File: config.mk
export PLATFORM = sky130hd
export DESIGN_NAME = rgb_triangle_fade_sequencer
export DESIGN_NICKNAME = d
export VERILOG_FILES = /design/src/rtl/rtfs_pkg.sv /design/src/rtl/rtfs_ctrl.sv /design/src/rtl/rtfs_dp.sv /design/src/rtl/rgb_triangle_fade_sequencer.sv
export SDC_FILE = /design/constraint.sdc
export NUM_CORES = 1
export LEC_CHECK = 0
export BUFFER_PORTS_ARGS = -buffer_cell sky130_fd_sc_hd__buf_2
export CORE_MARGIN = 4
export CORE_UTILIZATION = 40
export DETAILED_ROUTE_END_ITERATION = 7
export HOLD_SLACK_MARGIN = 0.02
export PLACE_DENSITY = 0.6
export SLEW_MARGIN = 20
export SYNTH_ARGS = -nofsm -noshare
export SYNTH_HDL_FRONTEND = slang
export SYNTH_HIERARCHICAL = 1
export SYNTH_SLANG_ARGS = --single-unit
File: constraint.sdc
create_clock -name clk -period 6.6 [get_ports clk]
set_input_delay 0.99 -clock clk [delete_from_list [all_inputs] [get_ports clk]]
set_output_delay 0.99 -clock clk [all_outputs]
set_load 0.01 [all_outputs]
File: src/rtl/rtfs_pkg.sv
// shared types and constants for the rgb triangle fade sequencer
// no dependencies; imported by rtfs_ctrl, rtfs_dp and the top level
package rtfs_pkg;

    // time arithmetic width; input times and differences wrap at this width
    localparam int TIME_WIDTH = 32;

    localparam int NOW_W      = 32;
    localparam int LEVEL_W    = 8;
    localparam int PROD_W     = 2 * LEVEL_W;
    localparam int WAIT_W     = 16;
    localparam int REPEAT_W   = 16;
    localparam int NUM_LANES  = 3;
    localparam int DIV_STEPS  = PROD_W;
    localparam int DIV_CNT_W  = $clog2(DIV_STEPS);

    localparam int CFG_ADDR_W = 3;
    localparam int CFG_DATA_W = 16;

    // register indexes of the configuration port
    localparam logic [CFG_ADDR_W-1:0] REG_FRAME_WAIT   = 3'd0;
    localparam logic [CFG_ADDR_W-1:0] REG_FADE_STEPS   = 3'd1;
    localparam logic [CFG_ADDR_W-1:0] REG_FADE_REPEATS = 3'd2;
    localparam logic [CFG_ADDR_W-1:0] REG_BASE_RED     = 3'd3;
    localparam logic [CFG_ADDR_W-1:0] REG_BASE_GREEN   = 3'd4;
    localparam logic [CFG_ADDR_W-1:0] REG_BASE_BLUE    = 3'd5;

    // color lane indexes
    localparam int LANE_RED   = 0;
    localparam int LANE_GREEN = 1;
    localparam int LANE_BLUE  = 2;

    // controller to datapath commands
    typedef struct packed {
        logic latch_in;   // capture input time
        logic start;      // register products, record frame decision
        logic div_step;   // one restoring division step on all lanes
        logic commit;     // update fade state and load output payload
    } rtfs_cmd_t;

    // datapath to controller status
    typedef struct packed {
        logic frame_hit;  // elapsed time exceeds the frame wait
    } rtfs_status_t;

endpackage

File: src/rtl/rtfs_ctrl.sv
// controller state machine of the rgb triangle fade sequencer
// depends on rtfs_pkg; drives rtfs_dp through command and status structs
module rtfs_ctrl
(
    input  logic                   clk,
    input  logic                   rst_n,
    input  logic                   in_valid,
    output logic                   in_ready,
    output logic                   out_valid,
    input  logic                   out_ready,
    input  rtfs_pkg::rtfs_status_t status,
    output rtfs_pkg::rtfs_cmd_t    cmd
);
    import rtfs_pkg::*;

    typedef enum logic [1:0] {
        ST_IDLE,
        ST_CHECK,
        ST_DIV,
        ST_EMIT
    } state_t;

    state_t               state_reg, state_next;
    logic [DIV_CNT_W-1:0] cnt_reg, cnt_next;
    logic                 out_valid_reg, out_valid_next;
    logic                 slot_free;

    assign in_ready  = (state_reg == ST_IDLE);
    assign out_valid = out_valid_reg;
    assign slot_free = !out_valid_reg || out_ready;

    always_comb
    begin
        state_next     = state_reg;
        cnt_next       = cnt_reg;
        out_valid_next = out_valid_reg && !out_ready;
        cmd            = '0;
        case (state_reg)
            ST_IDLE:
            begin
                if (in_valid)
                begin
                    cmd.latch_in = 1'b1;
                    state_next   = ST_CHECK;
                end
            end
            ST_CHECK:
            begin
                cmd.start = 1'b1;
                cnt_next  = '0;
                state_next = status.frame_hit ? ST_DIV : ST_EMIT;
            end
            ST_DIV:
            begin
                cmd.div_step = 1'b1;
                cnt_next     = cnt_reg + 1'b1;
                if (cnt_reg == DIV_CNT_W'(DIV_STEPS - 1))
                    state_next = ST_EMIT;
            end
            ST_EMIT:
            begin
                if (slot_free)
                begin
                    cmd.commit     = 1'b1;
                    out_valid_next = 1'b1;
                    state_next     = ST_IDLE;
                end
            end
            default:
            begin
                state_next = ST_IDLE;
            end
        endcase
    end

    always_ff @(posedge clk or negedge rst_n)
    begin
        if (!rst_n)
        begin
            state_reg     <= ST_IDLE;
            cnt_reg       <= '0;
            out_valid_reg <= 1'b0;
        end
        else
        begin
            state_reg     <= state_next;
            cnt_reg       <= cnt_next;
            out_valid_reg <= out_valid_next;
        end
    end

endmodule

File: src/rtl/rtfs_dp.sv
// datapath of the rgb triangle fade sequencer: config registers, fade state,
// three-lane multiply and bit-serial divide, output payload; uses rtfs_pkg
module rtfs_dp
(
    input  logic                                 clk,
    input  logic                                 rst_n,
    input  logic                                 wr_en,
    input  logic [rtfs_pkg::CFG_ADDR_W-1:0]      wr_addr,
    input  logic [rtfs_pkg::CFG_DATA_W-1:0]      wr_data,
    input  logic [rtfs_pkg::NOW_W-1:0]           now_ms,
    input  rtfs_pkg::rtfs_cmd_t                  cmd,
    output rtfs_pkg::rtfs_status_t               status,
    output logic                                 frame_written,
    output logic [rtfs_pkg::LEVEL_W-1:0]         red_duty,
    output logic [rtfs_pkg::LEVEL_W-1:0]         green_duty,
    output logic [rtfs_pkg::LEVEL_W-1:0]         blue_duty,
    output logic                                 cycle_done
);
    import rtfs_pkg::*;

    // configuration
    logic [WAIT_W-1:0]   frame_wait_reg;
    logic [LEVEL_W-1:0]  fade_steps_reg;
    logic [REPEAT_W-1:0] fade_repeats_reg;
    logic [LEVEL_W-1:0]  base_reg [NUM_LANES];

    // fade state
    logic [TIME_WIDTH-1:0] now_reg;
    logic [TIME_WIDTH-1:0] last_reg, last_next;
    logic [LEVEL_W-1:0]    step_reg, step_next;
    logic                  down_reg, down_next;
    logic [REPEAT_W-1:0]   fades_reg, fades_next;
    logic [LEVEL_W-1:0]    held_reg [NUM_LANES];
    logic                  frame_reg;

    // divider lanes
    logic [PROD_W-1:0]  dvd_reg [NUM_LANES];
    logic [LEVEL_W-1:0] rem_reg [NUM_LANES];
    logic [PROD_W-1:0]  dvd_next [NUM_LANES];
    logic [LEVEL_W-1:0] rem_next [NUM_LANES];
    logic [LEVEL_W:0]   trial [NUM_LANES];
    logic [LEVEL_W-1:0] quot_sat [NUM_LANES];

    // output payload
    logic               out_frame_reg;
    logic               out_done_reg;
    logic               done_next;
    logic [LEVEL_W-1:0] out_duty_reg [NUM_LANES];

    logic [TIME_WIDTH-1:0] elapsed;
    logic [LEVEL_W-1:0]    steps_eff;
    logic                  underflow;
    logic [LEVEL_W-1:0]    step_moved;
    logic [REPEAT_W-1:0]   fades_inc;

    assign steps_eff = (fade_steps_reg == '0) ? LEVEL_W'(1) : fade_steps_reg;
    assign elapsed   = now_reg - last_reg;
    assign status.frame_hit = elapsed > TIME_WIDTH'(frame_wait_reg);

    // config writes
    always_ff @(posedge clk or negedge rst_n)
    begin
        if (!rst_n)
        begin
            frame_wait_reg   <= '0;
            fade_steps_reg   <= LEVEL_W'(1);
            fade_repeats_reg <= REPEAT_W'(1);
            for (int i = 0; i < NUM_LANES; i++)
                base_reg[i] <= '0;
        end
        else if (wr_en)
        begin
            case (wr_addr)
                REG_FRAME_WAIT:   frame_wait_reg   <= wr_data[WAIT_W-1:0];
                REG_FADE_STEPS:   fade_steps_reg   <= wr_data[LEVEL_W-1:0];
                REG_FADE_REPEATS: fade_repeats_reg <= wr_data[REPEAT_W-1:0];
                REG_BASE_RED:     base_reg[LANE_RED]   <= wr_data[LEVEL_W-1:0];
                REG_BASE_GREEN:   base_reg[LANE_GREEN] <= wr_data[LEVEL_W-1:0];
                REG_BASE_BLUE:    base_reg[LANE_BLUE]  <= wr_data[LEVEL_W-1:0];
                default:          ;
            endcase
        end
    end

    // restoring division step, one quotient bit per lane per cycle
    always_comb
    begin
        for (int i = 0; i < NUM_LANES; i++)
        begin
            trial[i] = {rem_reg[i], dvd_reg[i][PROD_W-1]};
            if (trial[i] >= {1'b0, steps_eff})
            begin
                rem_next[i] = LEVEL_W'(trial[i] - {1'b0, steps_eff});
                dvd_next[i] = {dvd_reg[i][PROD_W-2:0], 1'b1};
            end
            else
            begin
                rem_next[i] = trial[i][LEVEL_W-1:0];
                dvd_next[i] = {dvd_reg[i][PROD_W-2:0], 1'b0};
            end
            quot_sat[i] = (|dvd_reg[i][PROD_W-1:LEVEL_W]) ? '1 : dvd_reg[i][LEVEL_W-1:0];
        end
    end

    always_ff @(posedge clk)
    begin
        if (cmd.start)
        begin
            for (int i = 0; i < NUM_LANES; i++)
            begin
                dvd_reg[i] <= PROD_W'(base_reg[i]) * PROD_W'(step_reg);
                rem_reg[i] <= '0;
            end
        end
        else if (cmd.div_step)
        begin
            for (int i = 0; i < NUM_LANES; i++)
            begin
                dvd_reg[i] <= dvd_next[i];
                rem_reg[i] <= rem_next[i];
            end
        end
    end

    always_ff @(posedge clk)
    begin
        if (cmd.latch_in)
            now_reg <= TIME_WIDTH'(now_ms);
        if (cmd.start)
            frame_reg <= status.frame_hit;
    end

    // triangle step and fade counting
    always_comb
    begin
        underflow  = down_reg && (step_reg == '0);
        step_moved = step_reg;
        if (down_reg)
        begin
            if (!underflow)
                step_moved = step_reg - 1'b1;
        end
        else if (step_reg != '1)
        begin
            step_moved = step_reg + 1'b1;
        end
        fades_inc = fades_reg + 1'b1;

        last_next  = last_reg;
        step_next  = step_reg;
        down_next  = down_reg;
        fades_next = fades_reg;
        done_next  = 1'b0;
        if (frame_reg)
        begin
            last_next = now_reg;
            step_next = step_moved;
            if (!underflow && (step_moved >= steps_eff))
                down_next = 1'b1;
            if (underflow)
            begin
                step_next  = '0;
                down_next  = 1'b0;
                fades_next = fades_inc;
                if ((fades_inc >= fade_repeats_reg) || (fades_inc == '0))
                begin
                    fades_next = '0;
                    done_next  = 1'b1;
                end
            end
        end
    end

    always_ff @(posedge clk or negedge rst_n)
    begin
        if (!rst_n)
        begin
            last_reg  <= '0;
            step_reg  <= '0;
            down_reg  <= 1'b0;
            fades_reg <= '0;
            for (int i = 0; i < NUM_LANES; i++)
                held_reg[i] <= '0;
        end
        else if (cmd.commit)
        begin
            last_reg  <= last_next;
            step_reg  <= step_next;
            down_reg  <= down_next;
            fades_reg <= fades_next;
            if (frame_reg)
            begin
                for (int i = 0; i < NUM_LANES; i++)
                    held_reg[i] <= quot_sat[i];
            end
        end
    end

    always_ff @(posedge clk)
    begin
        if (cmd.commit)
        begin
            out_frame_reg <= frame_reg;
            out_done_reg  <= done_next;
            for (int i = 0; i < NUM_LANES; i++)
                out_duty_reg[i] <= frame_reg ? quot_sat[i] : held_reg[i];
        end
    end

    assign frame_written = out_frame_reg;
    assign cycle_done    = out_done_reg;
    assign red_duty      = out_duty_reg[LANE_RED];
    assign green_duty    = out_duty_reg[LANE_GREEN];
    assign blue_duty     = out_duty_reg[LANE_BLUE];

endmodule

File: src/rtl/rgb_triangle_fade_sequencer.sv
// top level of the rgb triangle fade sequencer (led breathing fade)
// depends on rtfs_pkg, rtfs_ctrl and rtfs_dp
//
// Each input transfer carries the current millisecond time. When the time
// since the last frame (modulo 2^32) is strictly greater than frame_wait_ms,
// a frame starts: each base color is scaled by step/fade_steps (rounded down,
// saturated at 255), the time is recorded and the step moves one place along
// a triangle from zero up to fade_steps and back. Every return below zero
// counts one finished fade; after fade_repeats fades cycle_done is raised on
// that frame. Every input gives exactly one output transfer; without a frame
// the duties repeat the last color written and tuser/tlast are low.
// Each item is accepted, checked for a frame and then emitted; an item with a
// frame passes in between through the 16-step bit-serial divider that scales
// the three channels side by side. The output register
// holds a finished result while the next item is accepted; a new result
// waits for it to be taken. Configuration writes are taken in any cycle but
// must be made only while the block is idle. Register indexes: 0 frame wait,
// 1 fade steps, 2 fade repeats, 3 red, 4 green, 5 blue; others are ignored.
module rgb_triangle_fade_sequencer
(
    input  logic                              clk,
    input  logic                              rst_n,
    // configuration write port
    input  logic                              wr_en,
    input  logic [rtfs_pkg::CFG_ADDR_W-1:0]   wr_addr,
    input  logic [rtfs_pkg::CFG_DATA_W-1:0]   wr_data,
    // input stream
    input  logic                              s_tvalid,
    output logic                              s_tready,
    input  logic [31:0]                       s_tdata,   // [31:0] now_ms
    // output stream
    output logic                              m_tvalid,
    input  logic                              m_tready,
    output logic [23:0]                       m_tdata,   // blue_duty, green_duty, red_duty
    output logic                              m_tuser,   // frame_written
    output logic                              m_tlast    // cycle_done
);
    import rtfs_pkg::*;

    rtfs_cmd_t    cmd;
    rtfs_status_t status;

    logic [LEVEL_W-1:0] red_duty;
    logic [LEVEL_W-1:0] green_duty;
    logic [LEVEL_W-1:0] blue_duty;

    // sequencing of one item: accept, frame check, divide, emit
    rtfs_ctrl u_ctrl
    (
        .clk       (clk),
        .rst_n     (rst_n),
        .in_valid  (s_tvalid),
        .in_ready  (s_tready),
        .out_valid (m_tvalid),
        .out_ready (m_tready),
        .status    (status),
        .cmd       (cmd)
    );

    // config, fade state, scaling lanes and output payload
    rtfs_dp u_dp
    (
        .clk           (clk),
        .rst_n         (rst_n),
        .wr_en         (wr_en),
        .wr_addr       (wr_addr),
        .wr_data       (wr_data),
        .now_ms        (s_tdata),
        .cmd           (cmd),
        .status        (status),
        .frame_written (m_tuser),
        .red_duty      (red_duty),
        .green_duty    (green_duty),
        .blue_duty     (blue_duty),
        .cycle_done    (m_tlast)
    );

    // red in the lowest byte
    assign m_tdata = {blue_duty, green_duty, red_duty};

endmodule
==> results.md <==
* Outcome: complete, no violations
* Arrival time of the worst setup path at between 5 and 6 ns
* Worst Hold Class: flip-flop to flip-flop
* Worst relative slew slack at 29.1%
* Seq pwr share at a little over a quarter
* Max-slew violations at 0
* Delay-heaviest family, CP: adder cells
* Gr ovfl total at 0
* Synth Area in Compound Gates at 12.9%
* Slowest CP cell: dfrtp_1
* Post-route minimum period at 5.41 ns
* Met3 Use GR at 2.33%
* Worst Setup Start Kind: flip-flop
* FP Rows at 84
* Post-synthesis xor/xnor area fraction at under 10%
* Number of synthesized flops with an enable pin at between 100 and 150
* Final hold violation count at 0
* Routed WL at 47.9 mm
* Resize count post-CTS at 0
* Most frequent cells in the layout: nand2_1 (279), inv_1 (262), ha_1 (212)
* Initial cell density of the core at between 40% and 50%
* Syn Nets at between 2000 and 3000
* Mean Syn Cell Area at about 9.4 sq um
* Fmax at 0.185 GHz
* Routing usage on met1 at a little under a quarter
* Clk sink count at 283
* Core Region at around 53000 sq um
* Wire per inst at 15.7 um
* Psw at 5.25 mW
* GR Util met2 at 27.9%
* Register area share after synthesis at a little over a third
* Layout cells sized above 1 at under 10%
* Int Pwr at a little under 7 mW
* Unrepaired setup endpoints after global routing: false
* Async SR Flop Fraction at a little over half
* Hold_buf cts at 0
* Clock power frac at between 10% and 20%
* Largest family of logic cells by synthesized area: adder cells
* Max Cap Violations at 0
* Worst slew pin tran at 1.06 ns
* Final Cycle Share at between 80% and 90%
* DP HPWL at ~35 mm
* Max reg flops at 48
* Synth Area in Adders at a little under a quarter
* Sw Ratio at a little over two fifths
* Die width at ~240 um
* Final net count at approximately 2700
* Fillcell total at between 5000 and 6000
* Routed vias at 15900
* Seq cells post-synth at 283
* Worst Path Required at around 7 ns
* Total negative slack at 0 ns
* Die H at around 240 um
* Post-DRT Antenna Nets at 0
* Initial antenna violation count at 2
* P&R area growth vs syn at 10.3%
* Synth unique cells at 85
* CP max stage delay at ~0.96 ns
* Pwr Density at approximately 500 nW/um^2
* Cell Chain, Critical Path: nand2_1 -> fa_1 -> fa_1 -> inv_1 -> fa_1 -> inv_1 -> fa_1 -> inv_1 -> ha_1 -> a21boi_0 -> o21ai_0 -> a21boi_0 -> o21ai_0 -> a221oi_1 -> o21a_1 -> o31ai_1
* Yosys warns at 6
* Routed vias/inst at 5.19
* Synth Area in Simple Gates at approximately 17%
* Die Area at just under 60000 sq um
* H-Tree Depth at 2
* Crit path depth at 16
* Drt first-iter violations at 930
* Prevailing post-synth register cell: dfrtp_1
* Worst skew pair latency at between 0.5 and 0.6 ns
* Multi-input gate area at 12600 sq um
* Reg2Reg Depth at 16
* Mapped Cells at between 2000 and 2500
* Synthesized area at between 20000 and 25000 sq um
* Root buffer cell: clkbuf_16
* Commonest non-fill, non-tap cell in the layout: nand2_1
* CTS tree: yes
* Worst Path Max Fanout at 31
* Final setup fails at 0
* Tot GR Track Use at between 15 and 20%
* Comb pwr share at between 50 and 60%
* Post-synthesis mux area share at under 10%
* Critical path class: flip-flop to flip-flop
* First-pass GRT wire length at 80.3 mm
* Total CTS buffers at 34
* Busiest grt layer: met2
* Clock Tree Buf Depth at 3
* Largest net degree at the start of global routing at 86
* Fin util at between 40 and 50%
* Input/output buffers at 83
* Worst-path clk slew at 0.06 ns
* Drc violations at 0
* Sequential cell area at 7740 sq um
* Worst setup EP type: flip-flop
* Placer Congestion at between 0.8 and 0.9
* Clock Skew at approximately 0.028 ns
* Pleak at 10.9 nW
* Most common cell on crit path: fa_1
* Setup Buffers After CTS at 0
* Top-Level Pins at 84
* TritonRoute pass-1 iters at 5
* Hold Crit Depth at 2
* CP Buf/Inv Count at 3
* Max VDD drop at 0.000288 V
* Vias in the first global route at between 15000 and 20000
==> routing by layer <==
metal,up-vias,routed length (um)
met1,7635,22600
li1,7879,-
met3,59,1990
met5,-,0
met4,0,958
met2,300,22300
==> stage by stage <==
step	worst slack [ns]	instance area (sq um)	power, mW	hold slack, ns	cells
2_1_floorplan	1.63	21600	8.52	0.424	2293
6_report	1.19	23900	12.0	0.475	3057
4_1_cts	1.20	23800	12.1	0.483	3056
3_5_place_dp	1.24	22700	10.1	0.471	2995
5_1_grt	0.796	23800	13.3	0.503	3056
3_3_place_gp	1.31	22700	9.91	0.463	2995
==> tightest hold or removal path: cells and delay by family (launching register included) <==
family | cells | cell delay [ns]
and+or+nand+nor | 1 | 0.04
AOI/OAI and AO/OA | 1 | 0.06
DFF | 1 | 0.34
==> power by group through the flow <==
stage | Clock (mW) | Sequential, mW | Combinational (mW)
floorplan | 0 | 3.04 | 5.48
global placement | 0 | 3.27 | 6.64
detailed placement | 0 | 3.30 | 6.77
CTS | 2.03 | 3.27 | 6.83
global route | 2.09 | 3.36 | 7.84
finish | 1.96 | 3.27 | 6.78
==> kinds of logic after synthesis <==
logic type | after synthesis
AOI/OAI and AO/OA | 460
xor gates and xnor gates | 82
adders and majority gates | 324
buffers and inverters | 344
DFF | 283
muxes | 37
and+or+nand+nor | 763
==> path summary, 6_finish.rpt <==
| kind | start | end | slack [ns] |
|---|---|---|---|
| max in group asynchronous | rst_n | u_dp/fades_reg[8]$_DFFE_PN0P_ | 4.62 |
| worst max register to register | u_dp/step_reg[6]$_DFFE_PN0P_ | u_dp/dvd_reg[0][29]$_DFFE_PP_ | 1.19 |
| worst min-delay path | u_dp/held_reg[4]$_DFFE_PN0P_ | u_dp/held_reg[4]$_DFFE_PN0P_ | 0.47 |
| min in group asynchronous | rst_n | u_dp/held_reg[6]$_DFFE_PN0P_ | 0.51 |
| worst min register to register | u_dp/held_reg[4]$_DFFE_PN0P_ | u_dp/held_reg[4]$_DFFE_PN0P_ | 0.47 |
| worst max-delay path | u_dp/step_reg[6]$_DFFE_PN0P_ | u_dp/dvd_reg[0][29]$_DFFE_PP_ | 1.19 |
==> synthesized netlist by cell type (10+ instances only) <==
cell type | instances | area [sq um]
a211oi_1 | 10 | 75.1
a21boi_0 | 12 | 90.1
a21o_1 | 22 | 165
a21oi_1 | 123 | 616
and2_1 | 158 | 988
and3_1 | 15 | 93.8
clkbuf_1 | 68 | 255
dfrtp_1 | 150 | 3750
edfxtp_1 | 131 | 3930
fa_1 | 112 | 2240
ha_1 | 212 | 2650
inv_1 | 262 | 983
mux2_2 | 29 | 327
nand2_1 | 280 | 1050
nand2b_1 | 10 | 62.6
nand3_1 | 46 | 230
nand4_1 | 18 | 113
nor2_1 | 135 | 507
nor2b_1 | 19 | 119
nor3_1 | 25 | 125
nor4_1 | 14 | 87.6
o21a_1 | 21 | 158
o21ai_0 | 176 | 881
o31ai_1 | 14 | 105
xnor2_1 | 49 | 429
xor2_1 | 33 | 289
==> cell type report <==
type / instances / area share [%]
tap: 688 / 3.61
multi-input combinational: 1666 / 52.8
inverter: 262 / 4.12
sequential: 283 / 32.5
clock buffer: 42 / 3.87
antenna: 1 / 0.0105
timing repair buffer: 96 / 2.18
clock inverter: 19 / 0.986
Note: power is estimated with default switching activity, not from simulation.
